$ cat src/sv/bmftl_pkg.sv
// bmftl_pkg: shared types and constants of the block-mapping flash translation block
// command codes, state encoding, fixed field widths and default geometry
// no dependencies
package bmftl_pkg;

  localparam int SECTOR_W      = 10;
  localparam int PAGE_ADDR_W   = 11;
  localparam int ERASE_BLK_W   = 7;
  localparam int BLOCK_TAG_W   = 7;
  localparam int SECTOR_TAG_W  = 11;
  localparam int CMD_W         = 3;
  localparam int SECTOR_MAX    = 1023;
  localparam int RECIP_SHIFT   = 20;

  localparam int DATA_BLOCKS_DEF = 64;
  localparam int BLOCK_PAGES_DEF = 16;

  typedef enum logic [CMD_W-1:0] {
    CMD_READ   = 3'd0,
    CMD_PROG   = 3'd1,
    CMD_MARK   = 3'd2,
    CMD_COPY   = 3'd3,
    CMD_ERASE  = 3'd4,
    CMD_NODATA = 3'd5
  } cmd_t;

  typedef enum logic [2:0] {
    ST_CLEAR,
    ST_IDLE,
    ST_SPLIT,
    ST_EVAL,
    ST_PROG,
    ST_MERGE,
    ST_ERASE
  } state_t;

endpackage

$ cat src/sv/bmftl_ram.sv
// bmftl_ram: generic simple dual-port ram, one write and one registered read port
// no dependencies
module bmftl_ram #(
  parameter int WIDTH = 8,
  parameter int DEPTH = 64
) (
  input  logic                     clk,
  input  logic                     we,
  input  logic [$clog2(DEPTH)-1:0] waddr,
  input  logic [WIDTH-1:0]         wdata,
  input  logic                     re,
  input  logic [$clog2(DEPTH)-1:0] raddr,
  output logic [WIDTH-1:0]         rdata
);

  logic [WIDTH-1:0] mem [DEPTH];

  always_ff @(posedge clk) begin
    if (we) begin
      mem[waddr] <= wdata;
    end
    if (re) begin
      rdata <= mem[raddr];
    end
  end

endmodule

$ cat src/sv/bmftl_split.sv
// bmftl_split: splits a logical sector number into logical block and page
// reciprocal multiply into a register, then one compare and subtract correction
// depends on bmftl_pkg
module bmftl_split
  import bmftl_pkg::*;
#(
  parameter int BLOCK_PAGES = BLOCK_PAGES_DEF,
  localparam int PGW   = $clog2(BLOCK_PAGES),
  localparam int BLK_W = $clog2(SECTOR_MAX / BLOCK_PAGES + 1)
) (
  input  logic                clk,
  input  logic                load,
  input  logic [SECTOR_W-1:0] lsn,
  output logic [BLK_W-1:0]    blk,
  output logic [PGW-1:0]      page
);

  localparam int RECIP  = (1 << RECIP_SHIFT) / BLOCK_PAGES;
  localparam int PROD_W = SECTOR_W + RECIP_SHIFT;

  logic [SECTOR_W-1:0] lsn_r;
  logic [PROD_W-1:0]   prod_r;
  logic [SECTOR_W-1:0] est;
  logic [SECTOR_W:0]   rem;

  always_ff @(posedge clk) begin
    if (load) begin
      lsn_r  <= lsn;
      prod_r <= PROD_W'(lsn) * PROD_W'(RECIP);
    end
  end

  // estimate is exact or one short
  always_comb begin
    est = prod_r[PROD_W-1 -: SECTOR_W];
    rem = (SECTOR_W+1)'(lsn_r) - (SECTOR_W+1)'(est * BLOCK_PAGES);
    if (32'(rem) >= BLOCK_PAGES) begin
      blk  = BLK_W'(est + 1'b1);
      page = PGW'(rem - (SECTOR_W+1)'(BLOCK_PAGES));
    end else begin
      blk  = BLK_W'(est);
      page = PGW'(rem);
    end
  end

endmodule

$ cat src/sv/block_mapping_flash_translation_top.sv
// block_mapping_flash_translation_top: sector read/write requests to flash page commands
// keeps block map, written-page bitmaps and the spare free block; uses bmftl_pkg,
// bmftl_split and bmftl_ram
//
// After reset the block sweeps every entry of its map memory with busy high, then accepts
// one request at a time. A request passes sector split, map read and decision before its
// first command; a plain read, a program in place, a first write to page 0, an unmapped
// read or an out-of-range request gives one command, a first write to a nonzero page gives a
// marker program and a host program on consecutive cycles, and a merge gives BLOCK_PAGES
// copy/program commands and an erase, one per cycle. Commands appear in the cycle after they
// are formed, each for exactly one cycle with out_valid; the receiver must take them as they
// come. busy stays high until the final command of a request is formed, so the map memory
// read/modify/write of one request is finished before the next one reads it.
module block_mapping_flash_translation_top
  import bmftl_pkg::*;
#(
  parameter int DATA_BLOCKS = DATA_BLOCKS_DEF,
  parameter int BLOCK_PAGES = BLOCK_PAGES_DEF
) (
  input  logic                           clk,
  input  logic                           rst_n,
  input  logic                           start,
  output logic                           busy,
  input  logic                           in_kind,
  input  logic [SECTOR_W-1:0]            in_sector_address,
  output logic                           out_valid,
  output logic [CMD_W-1:0]               out_command,
  output logic [PAGE_ADDR_W-1:0]         out_page_address,
  output logic [PAGE_ADDR_W-1:0]         out_copy_destination,
  output logic [ERASE_BLK_W-1:0]         out_erase_block_number,
  output logic signed [BLOCK_TAG_W-1:0]  out_spare_block_tag,
  output logic signed [SECTOR_TAG_W-1:0] out_spare_sector_tag,
  output logic                           out_last
);

  localparam int PGW   = $clog2(BLOCK_PAGES);
  localparam int BLK_W = $clog2(SECTOR_MAX / BLOCK_PAGES + 1);
  localparam int MIW   = $clog2(DATA_BLOCKS);
  localparam int PBW   = $clog2(DATA_BLOCKS + 1);
  localparam int ENT_W = 1 + PBW + BLOCK_PAGES;

  state_t state_r, state_nxt;

  logic                   kind_r;
  logic [SECTOR_W-1:0]    lsn_r;
  logic [BLK_W-1:0]       blk_r;
  logic [PGW-1:0]         page_r;
  logic                   range_r;
  logic [PBW-1:0]         pbn_r;
  logic [BLOCK_PAGES-1:0] bits_r;
  logic [PBW-1:0]         free_r;
  logic [PGW-1:0]         cnt_r;
  logic [MIW-1:0]         clr_r;

  logic [BLK_W-1:0]       split_blk;
  logic [PGW-1:0]         split_page;

  logic                   mem_we;
  logic [MIW-1:0]         mem_waddr;
  logic [ENT_W-1:0]       mem_wdata;
  logic                   mem_re;
  logic [MIW-1:0]         mem_raddr;
  logic [ENT_W-1:0]       mem_rdata;

  logic                   rd_vld;
  logic [PBW-1:0]         rd_pbn;
  logic [BLOCK_PAGES-1:0] rd_bits;
  logic [BLOCK_PAGES-1:0] page_bit;
  logic [PBW-1:0]         new_pbn;
  logic                   accept;
  logic                   ev_first;
  logic                   ev_inplace;
  logic                   ev_merge;
  logic                   merge_done;

  logic                   res_vld;
  cmd_t                   res_cmd;
  logic [PAGE_ADDR_W-1:0] res_pa;
  logic [PAGE_ADDR_W-1:0] res_dst;
  logic [ERASE_BLK_W-1:0] res_eb;
  logic [BLOCK_TAG_W-1:0] res_btag;
  logic [SECTOR_TAG_W-1:0] res_stag;
  logic                   res_last;

  logic                   out_valid_r;
  logic [CMD_W-1:0]       out_cmd_r;
  logic [PAGE_ADDR_W-1:0] out_pa_r;
  logic [PAGE_ADDR_W-1:0] out_dst_r;
  logic [ERASE_BLK_W-1:0] out_eb_r;
  logic [BLOCK_TAG_W-1:0] out_btag_r;
  logic [SECTOR_TAG_W-1:0] out_stag_r;
  logic                   out_last_r;

  bmftl_split #(
    .BLOCK_PAGES(BLOCK_PAGES)
  ) u_split (
    .clk (clk),
    .load(accept),
    .lsn (in_sector_address),
    .blk (split_blk),
    .page(split_page)
  );

  bmftl_ram #(
    .WIDTH(ENT_W),
    .DEPTH(DATA_BLOCKS)
  ) u_map_ram (
    .clk  (clk),
    .we   (mem_we),
    .waddr(mem_waddr),
    .wdata(mem_wdata),
    .re   (mem_re),
    .raddr(mem_raddr),
    .rdata(mem_rdata)
  );

  assign busy       = (state_r != ST_IDLE);
  assign accept     = start && !busy;
  assign mem_re     = (state_r == ST_SPLIT);
  assign mem_raddr  = MIW'(split_blk);

  assign rd_vld     = mem_rdata[ENT_W-1];
  assign rd_pbn     = mem_rdata[ENT_W-2 -: PBW];
  assign rd_bits    = mem_rdata[BLOCK_PAGES-1:0];
  assign page_bit   = BLOCK_PAGES'(1) << page_r;
  assign new_pbn    = PBW'(DATA_BLOCKS - 1 - 32'(blk_r));

  assign ev_first   = range_r && kind_r && !rd_vld;
  assign ev_inplace = range_r && kind_r && rd_vld && !rd_bits[page_r];
  assign ev_merge   = range_r && kind_r && rd_vld && rd_bits[page_r];
  assign merge_done = (32'(cnt_r) == BLOCK_PAGES - 1);

  always_comb begin
    state_nxt = state_r;
    unique case (state_r)
      ST_CLEAR: begin
        if (clr_r == MIW'(DATA_BLOCKS - 1)) state_nxt = ST_IDLE;
      end
      ST_IDLE: begin
        if (accept) state_nxt = ST_SPLIT;
      end
      ST_SPLIT: state_nxt = ST_EVAL;
      ST_EVAL: begin
        if (ev_first && page_r != '0) state_nxt = ST_PROG;
        else if (ev_merge) state_nxt = ST_MERGE;
        else state_nxt = ST_IDLE;
      end
      ST_PROG: state_nxt = ST_IDLE;
      ST_MERGE: begin
        if (merge_done) state_nxt = ST_ERASE;
      end
      ST_ERASE: state_nxt = ST_IDLE;
      default: state_nxt = ST_CLEAR;
    endcase
  end

  always_comb begin
    res_vld   = 1'b0;
    res_cmd   = CMD_NODATA;
    res_pa    = '0;
    res_dst   = '0;
    res_eb    = '0;
    res_btag  = '0;
    res_stag  = '0;
    res_last  = 1'b0;
    mem_we    = 1'b0;
    mem_waddr = MIW'(blk_r);
    mem_wdata = '0;
    unique case (state_r)
      ST_CLEAR: begin
        mem_we    = 1'b1;
        mem_waddr = clr_r;
      end
      ST_EVAL: begin
        res_vld = 1'b1;
        if (!range_r || (!kind_r && !rd_vld)) begin
          res_cmd  = CMD_NODATA;
          res_last = 1'b1;
        end else if (!kind_r) begin
          res_cmd  = CMD_READ;
          res_pa   = PAGE_ADDR_W'(32'(rd_pbn) * BLOCK_PAGES + 32'(page_r));
          res_last = 1'b1;
        end else if (ev_first) begin
          mem_we    = 1'b1;
          mem_wdata = {1'b1, new_pbn, page_bit};
          if (page_r != '0) begin
            res_cmd  = CMD_MARK;
            res_pa   = PAGE_ADDR_W'(32'(new_pbn) * BLOCK_PAGES);
            res_btag = BLOCK_TAG_W'(blk_r);
            res_stag = '1;
          end else begin
            res_cmd  = CMD_PROG;
            res_pa   = PAGE_ADDR_W'(32'(new_pbn) * BLOCK_PAGES);
            res_btag = BLOCK_TAG_W'(blk_r);
            res_stag = SECTOR_TAG_W'(lsn_r);
            res_last = 1'b1;
          end
        end else if (ev_inplace) begin
          mem_we    = 1'b1;
          mem_wdata = {1'b1, rd_pbn, rd_bits | page_bit};
          res_cmd   = CMD_PROG;
          res_pa    = PAGE_ADDR_W'(32'(rd_pbn) * BLOCK_PAGES + 32'(page_r));
          res_btag  = (page_r == '0) ? BLOCK_TAG_W'(blk_r) : '1;
          res_stag  = SECTOR_TAG_W'(lsn_r);
          res_last  = 1'b1;
        end else begin
          res_vld = 1'b0;
        end
      end
      ST_PROG: begin
        res_vld  = 1'b1;
        res_cmd  = CMD_PROG;
        res_pa   = PAGE_ADDR_W'(32'(pbn_r) * BLOCK_PAGES + 32'(page_r));
        res_btag = (page_r == '0) ? BLOCK_TAG_W'(blk_r) : '1;
        res_stag = SECTOR_TAG_W'(lsn_r);
        res_last = 1'b1;
      end
      ST_MERGE: begin
        res_vld = 1'b1;
        if (cnt_r == page_r) begin
          res_cmd  = CMD_PROG;
          res_pa   = PAGE_ADDR_W'(32'(free_r) * BLOCK_PAGES + 32'(cnt_r));
          res_btag = (cnt_r == '0) ? BLOCK_TAG_W'(blk_r) : '1;
          res_stag = SECTOR_TAG_W'(lsn_r);
        end else begin
          res_cmd = CMD_COPY;
          res_pa  = PAGE_ADDR_W'(32'(pbn_r) * BLOCK_PAGES + 32'(cnt_r));
          res_dst = PAGE_ADDR_W'(32'(free_r) * BLOCK_PAGES + 32'(cnt_r));
        end
      end
      ST_ERASE: begin
        res_vld   = 1'b1;
        res_cmd   = CMD_ERASE;
        res_eb    = ERASE_BLK_W'(pbn_r);
        res_last  = 1'b1;
        mem_we    = 1'b1;
        mem_wdata = {1'b1, free_r, bits_r};
      end
      default: begin
        res_vld = 1'b0;
      end
    endcase
  end

  always_ff @(posedge clk) begin
    if (!rst_n) begin
      state_r     <= ST_CLEAR;
      clr_r       <= '0;
      cnt_r       <= '0;
      free_r      <= PBW'(DATA_BLOCKS);
      out_valid_r <= 1'b0;
    end else begin
      state_r     <= state_nxt;
      out_valid_r <= res_vld;
      if (state_r == ST_CLEAR) begin
        clr_r <= clr_r + 1'b1;
      end
      if (state_r == ST_EVAL) begin
        cnt_r <= '0;
      end else if (state_r == ST_MERGE) begin
        cnt_r <= cnt_r + 1'b1;
      end
      if (state_r == ST_ERASE) begin
        free_r <= pbn_r;
      end
    end
  end

  always_ff @(posedge clk) begin
    if (accept) begin
      kind_r <= in_kind;
      lsn_r  <= in_sector_address;
    end
    if (state_r == ST_SPLIT) begin
      blk_r   <= split_blk;
      page_r  <= split_page;
      range_r <= (32'(split_blk) < DATA_BLOCKS);
    end
    if (state_r == ST_EVAL) begin
      pbn_r  <= ev_first ? new_pbn : rd_pbn;
      bits_r <= rd_bits;
    end
    out_cmd_r  <= res_cmd;
    out_pa_r   <= res_pa;
    out_dst_r  <= res_dst;
    out_eb_r   <= res_eb;
    out_btag_r <= res_btag;
    out_stag_r <= res_stag;
    out_last_r <= res_last;
  end

  assign out_valid              = out_valid_r;
  assign out_command            = out_cmd_r;
  assign out_page_address       = out_pa_r;
  assign out_copy_destination   = out_dst_r;
  assign out_erase_block_number = out_eb_r;
  assign out_spare_block_tag    = $signed(out_btag_r);
  assign out_spare_sector_tag   = $signed(out_stag_r);
  assign out_last               = out_last_r;

  a_no_result_when_idle: assert property (@(posedge clk) disable iff (!rst_n)
    out_valid |-> ($past(state_r) != ST_IDLE && $past(state_r) != ST_CLEAR))
    else $error("result without a transaction in progress");

  a_gap_after_last: assert property (@(posedge clk) disable iff (!rst_n)
    (out_valid && out_last) |=> !out_valid)
    else $error("result follows the final result of a transaction");

  a_map_rw_interlock: assert property (@(posedge clk) disable iff (!rst_n)
    !(mem_we && mem_re && mem_waddr == mem_raddr))
    else $error("map read and write to the same entry overlap");

  a_free_swap: assert property (@(posedge clk) disable iff (!rst_n)
    (state_r == ST_ERASE) |=> (free_r == $past(pbn_r)))
    else $error("erased block not taken as free block");

  a_accept_starts_split: assert property (@(posedge clk) disable iff (!rst_n)
    accept |=> (state_r == ST_SPLIT && busy))
    else $error("accepted transaction not started");

endmodule
$ cat config.mk
export PLATFORM = sky130hd
export DESIGN_NAME = block_mapping_flash_translation_top
export DESIGN_NICKNAME = d
export VERILOG_FILES = /design/src/sv/bmftl_pkg.sv /design/src/sv/bmftl_ram.sv /design/src/sv/bmftl_split.sv /design/src/sv/block_mapping_flash_translation_top.sv
export SDC_FILE = /design/constraint.sdc
export NUM_CORES = 1
export LEC_CHECK = 0
export BUFFER_PORTS_ARGS = -buffer_cell sky130_fd_sc_hd__buf_2
export CAP_MARGIN = 20
export CORE_MARGIN = 2
export CORE_UTILIZATION = 63
export DETAILED_ROUTE_END_ITERATION = 6
export GPL_ROUTABILITY_DRIVEN = 0
export HOLD_SLACK_MARGIN = 0.02
export PLACE_DENSITY_LB_ADDON = 0.25
export SYNTH_ARGS = -nofsm -noshare
export SYNTH_HDL_FRONTEND = slang
export SYNTH_SLANG_ARGS = --single-unit
$ cat constraint.sdc
create_clock -name clk -period 5.75 [get_ports clk]
set_input_delay 0.575 -clock clk [delete_from_list [all_inputs] [get_ports clk]]
set_output_delay 0.575 -clock clk [all_outputs]
set_load 0.01 [all_outputs]
## Yosys cells after proc, flatten, opt, wreduce, memory -nomap -nowiden

Memories as Yosys holds them, arrays and structs flattened. A register that Yosys moved wholly into a read port is not among the register bits.
Index checks and enable logic that the tools add are counted.

| word-level totals | value |
|---|---|
| memory bits (writable) | 1536 |
| logic and storage cells | 129 |
| bits of input ports | 14 |
| bits in registers | 116 |
| memories kept | 1 |

| cells by class | value |
|---|---|
| eq/ne operators | 13 |
| reductions and logical operators | 21 |
| add/sub/neg operators | 10 |
| magnitude comparators | 2 |
| shift-type cells | 1 |
| bitwise logic cells | 3 |
| mux-type cells | 60 |

Memories:

| name | words | width | read ports | clocked after memory_dff | write ports | line | text |
|---|---|---|---|---|---|---|---|
| u_map_ram.mem | 64 | 24 | 1 | 1 | 1 | bmftl_ram.sv:16 | `logic [WIDTH-1:0] mem [DEPTH];` |

Operators with widths:

| cell | number |
|---|---|
| $mux 11 | 9 |
| $mux 24 | 4 |
| $pmux 11 s3 | 2 |
| $mux 7 | 8 |
| $pmux 24 s2 | 1 |
| $add 11x4->11 | 4 |
| $mux 3 | 9 |
| $pmux 7 s3 | 1 |
| $mux 10 | 2 |
| $pmux 3 s6 | 1 |
| $or 16x16->16 | 1 |
| $shl 1x4->16 const A | 1 |
| $mux 1 | 13 |
| $add 6x1->6 const B | 2 |
| $mux 6 | 2 |
| $pmux 3 s4 | 1 |
| $ge 11x5->1 const B | 1 |
| $sub 10x10->11 | 1 |
| $eq 3x3->1 const B | 3 |
| $logic_not 4->1 | 2 |
| $reduce_or 2->1 | 4 |
| $logic_and 1x1->1 | 7 |
| $sub 6x6->7 const A | 1 |
| $eq 3x2->1 const B | 2 |
| 19 further kinds | 28 |

## Depth between registers and ports, before layout

| depth | value |
|---|---|
| word-level depth | 11 |
| depth in mapped cells | 10 |
| gate-level depth less buffers | 6 |

## By module

Synthesis repeated with hierarchy kept, for this count alone.

| unflattened totals | value |
|---|---|
| cells, all modules | 3132 |
| area, all modules | 64804.7 µm² |

By module, submodules not included:

| module | cells each | times used | seq. area each (µm²) | area an instance (µm²) |
|---|---|---|---|---|
| bmftl_ram | 2662 | 1 | 46844.9 | 59653.5 |
| block_mapping_flash_translation_top | 460 | 1 | 2762.6 | 4850.9 |
| bmftl_split | 10 | 1 | 300.3 | 300.3 |

## Least setup slack after synthesis

OpenSTA, ideal clock, no wires.

| timing path | value |
|---|---|
| kind | flip-flop to flip-flop |
| start point | register state_r[1] |
| end point | memory u_map_ram.mem[0][4] (netlist name) (data pin) |
| cell stages (with the launch flop) | 8 |
| setup slack | 0.505 ns |
| required time | 5.048 ns |
| arrival | 4.544 ns |
| library setup time | 0.702 ns |
| cell sequence | dfxtp_1 -> clkbuf_1 -> nand3b_1 -> inv_1 -> nand2_1 -> a21o_1 -> clkbuf_1 -> o21ai_0 |

| between the ends | value |
|---|---|
| word-level cells in the longest chain between the ends | 2 |
| elaborated cells between the ends (all ways) | 3 |
| classes of those cells | 2 x eq/ne; 1 x mux |

RTL lines:

| item | line | text |
|---|---|---|
| start: declaration | block_mapping_flash_translation_top.sv:42 | `state_t state_r, state_nxt;` |
| start signal: assignment | block_mapping_flash_translation_top.sv:253 | `state_r <= state_nxt;` |
| $eq 3x3->1 / $eq 3x2->1 (equally long branches) | block_mapping_flash_translation_top.sv:169 | `unique case (state_r)` |
| $pmux 24 s2 * | block_mapping_flash_translation_top.sv:169 |  |
| named net mem_wdata[4] | block_mapping_flash_translation_top.sv:60 | `logic [ENT_W-1:0] mem_wdata;` |
| end: declaration | bmftl_ram.sv:16 |  |

Mark *: on every way through the listed nets, which the timed path passes. The rest lies on a longest branch.

## Worst setup path in the final report

| timing path | value |
|---|---|
| start point | register page_r[0] |
| end point | memory u_map_ram.mem[20][22] (netlist name) (enable) |

| between the ends | value |
|---|---|
| word-level cells in the longest chain between the ends | 11 |

RTL lines:

| item | line | text |
|---|---|---|
| start: declaration | block_mapping_flash_translation_top.sv:47 | `logic [PGW-1:0] page_r;` |
| start signal: assignment | block_mapping_flash_translation_top.sv:276 | `page_r <= split_page;` |
| $bmux 1 s4 | block_mapping_flash_translation_top.sv:129 | `assign ev_inplace = range_r && kind_r && rd_vld && !rd_bits[page_r];` |
| $mux 1 (not written as such) | block_mapping_flash_translation_top.sv:129 |  |
| $logic_not 1->1 | block_mapping_flash_translation_top.sv:129 |  |
| $logic_and 1x1->1 | block_mapping_flash_translation_top.sv:129 |  |
| $mux 1 | block_mapping_flash_translation_top.sv:198 | `end else if (ev_inplace) begin` |
| $mux 1 | block_mapping_flash_translation_top.sv:183 | `end else if (ev_first) begin` |
| $mux 1 | block_mapping_flash_translation_top.sv:179 | `end else if (!kind_r) begin` |
| $mux 1 | block_mapping_flash_translation_top.sv:176 | `if (!range_r \|\| (!kind_r && !rd_vld)) begin` |
| $pmux 1 s2 | block_mapping_flash_translation_top.sv:169 |  |
| $mux 1 | bmftl_ram.sv:19 | `if (we) begin` |
| $mux 1 (not written as such) | bmftl_ram.sv:20 | `mem[waddr] <= wdata;` |

Every way passes these cells. The select of a mux whose other input is x is not followed.

==> flow_summary.yaml <==
setup_path:
  reg2reg_depth: 6
  critPathLaunch: "page_r[0]"
  r2r_end: "u_map_ram.mem[20][22]"
  required_ps: 6150
  path_max_fanout: 24
  crit-reg2reg-launch: "page_r[0]"
  endpoint_kind: "flop"
  cpPeakStageDelay_ps: 740
  cp_num_buf_inv: 1
  slowest_stage: "edfxtp_1"
  crit_type: "flop to flop"
  cp.depth: 6
  critPathCapture: "u_map_ram.mem[20][22]"
  path_cells: "mux4_2 > mux4_2 > a21o_2 > a311o_1 > nor2_2 > buf_4"
  cp.arrival_ps: 4640
  crit_top_cell: "mux4_2"
  worst_setup_path_start_kind: "flop"
  path_delay_family: "compound AO/OA/AOI/OAI gates"
  r2r_slack_ps: 1510
synth:
  ys_ff_latch: 1676
  ys_types: 56
  seq_area_frac_synth_pct: 77.7
  yosysMostFrequentCell: "edfxtp_1"
  syn_inst: 2790
  syn_avg_cell_area_um2: 22.9
  synth_edf_count: 1604
  syn_area_um2: 63900
  syn_nets: 2807
  synth_ff_type: "edfxtp_1"
  synth_top_area_share_pct: 75.4
  async_reset_ff_share_pct: 0
  yosys.area.top_type: "edfxtp_1"
  yosysWarnings: 0
  synth_area_leaders: "edfxtp_1 (75%), mux4_2 (17%), dfxtp_1 (2.3%)"
  synth.cells.most_frequent: "edfxtp_1 (1604), mux4_2 (480), nand2_1 (104)"
finish:
  fillers: 5395
  multi_input_area_um2: 14100
  drive_gt1_share_pct: 32.3
  regArea_um2: 49600
  final_cell_area_um2: 72100
  area_growth_pct: 12.9
  layout.nets: 3034
routing:
  firstDrtPassIters: 7
  vias_per_cell: 6.97
  remaining_drc_errors: 0
  vias: 31400
  ant_nets: 0
  drt-total-wl_um: 154000
  wire_per_inst_um: 34.1
  drt_iter0_markers: 4885
cts:
  cts_tree: "done"
  worstSkewPairLatency_ps: 780
  cts_root_buffer: "clkbuf_16"
  htreeDepth: 4
  clock_path_buffers: 3
  path_clk_slew_ps: 60
  cts_setup_buffers: 0
  cts_inserted_buffers: 160
  cts.sinks: 1676
  cts_resized: 0
grt:
  grt.overflow.total: 0
  antenna_found_initial: 6
  grt_pass1_vias: 31600
  grt_max_degree: 84
  grt_pass1_wl_um: 222000
  grt.total_usage_pct: 30.5
power_and_ir_drop:
  power_frac_clock_pct: 42.9
  p_seq_share_pct: 56.5
  pwr-share-comb_pct: 0.6
  worst_ir_drop_vdd_v: 0.000235
  internal_power_mw: 19.0
  p_sw_mw: 4.50
  p_per_area_nw_per_um2: 326
  sw_frac_of_total_pct: 19.1
  leakagePower_nw: 22.8
worst_hold_path:
  hp-class: "primary input to flop"
  hold_start: "rst_n"
floorplan:
  core_um2: 100000
  die_h_um: 322
  io_pins: 67
  rows: 116
  start_util_pct: 63.7
  die_area_um2: 104000
  die_w_um: 322
sta:
  maxSlewViolCount: 0
  rsz0062_at_grt: "false"
  period_needed_ps: 4240
  skew_ps: 29.6
  timing_hold_violations_final: 0
  setup_viol: 0
  max-slew-margin-rel_pct: 19.9
  final.setup.tns_ps: 0
  fin_crit_sh_pct: 73.8
  worstMarginPinSlew_ps: 1200
  max_freq_ghz: 0.236
run:
  maxCapViolCount: 0
place:
  numPortBuffers: 66
  hpwl_um: 83200
  placed_cell_area_um2: 66900
status:
  status: "completed"
## worst min-delay path by stage
stage	cells after the start	endpoint
final	2	free_r[6]
after global routing	2	free_r[6]
after CTS	2	free_r[6]
after detailed placement	0	page_r[1]
after global placement	0	bits_r[5]
after floorplan	0	blk_r[0]
## routing by layer
| metal | wire, um | track usage (%) | up-vias |
|---|---|---|---|
| li1 | - | - | 12300 |
| met1 | 56300 | 42.8 | 16500 |
| met2 | 72900 | 46.5 | 2224 |
| met3 | 17800 | 7.37 | 341 |
| met4 | 6820 | 14.0 | 4 |
| met5 | 36 | 0 | - |
## what timing repair did
| item | 4_1_cts | 5_1_grt |
|---|---|---|
| endpoints found under the hold margin | 11 | 0 |
| hold buffers | 11 | 0 |
| endpoints found under the setup margin | 0 | 0 |
## state kept, by name (all words and copies together) (netlist names), 6 cells and up
name and count:
out_erase_block_number 7, free_r 7, u_split.prod_r 10, u_map_ram.mem 1536, blk_r 6, out_copy_destination 11, out_spare_sector_tag 11, out_page_address 11
clr_r 6, out_spare_block_tag 7, u_map_ram.rdata 24, bits_r 16, pbn_r 7
## through the flow
step | setup WS (ps) | instances | total power, mW | hold WS [ps] | util [%]
global placement | 1760 | 4197 | 13.6 | 473 | 66.7
global route | 1390 | 4507 | 24.1 | 201 | 71.9
finish | 1510 | 4509 | 23.5 | 207 | 71.9
CTS | 1570 | 4503 | 23.6 | 148 | 71.8
floorplan | 505 | 2790 | 13.6 | 424 | -
detailed placement | 1650 | 4197 | 13.6 | 444 | 66.7
## cell families after synthesis
group | synth area share (%)
multiplexers | 17.1
buffers and inverters | 0.985
AND/OR/NAND/NOR | 2.13
XOR/XNOR | 0.151
flip-flops | 77.7
adder cells (fa/ha/maj) | 0.0588
AO/OA/AOI/OAI | 1.86
## cell type report
cell class	instances	share of cell area, %
diodes	2	0.00694
clock buffers	214	5.94
clock inverters	81	0.977
inverters	7	0.0365
multi-input cells	958	19.5
flip-flops and latches	1676	68.8
well taps	1357	2.36
repair buffers	214	2.34
## power groups by stage
stage          clock network [mW]  registers (mW)  logic, mW
3_5_place_dp                    0            13.5      0.128
4_1_cts                      10.2            13.3      0.137
2_1_floorplan                   0            13.5     0.0714
6_report                     10.1            13.3      0.139
3_3_place_gp                    0            13.5      0.126
5_1_grt                      10.7            13.3      0.144
## placed cells by master (no fill, tap or decap), types with 7 or more instances in the layout
| cell type | count |
|---|---|
| nor3_2 | 25 |
| inv_6 | 10 |
| edfxtp_1 | 1604 |
| dfxtp_1 | 72 |
| buf_2 | 66 |
| nand2_1 | 98 |
| nand3b_1 | 7 |
| clkbuf_16 | 162 |
| nor2b_1 | 12 |
| o21ai_0 | 20 |
| clkbuf_1 | 48 |
| and3_1 | 7 |
| o21ai_4 | 16 |
| bufinv_16 | 10 |
| o21a_1 | 20 |
| buf_4 | 121 |
| a22oi_1 | 46 |
| and2_1 | 24 |
| nor2_2 | 41 |
| nand2b_1 | 12 |
| clkinv_2 | 24 |
| buf_12 | 14 |
| clkinv_1 | 32 |
| mux4_2 | 480 |
| nor2_1 | 25 |
| dlygate4sd3_1 | 11 |
| inv_1 | 7 |
| a21oi_1 | 13 |
Note: power is estimated with default switching activity, not from simulation.
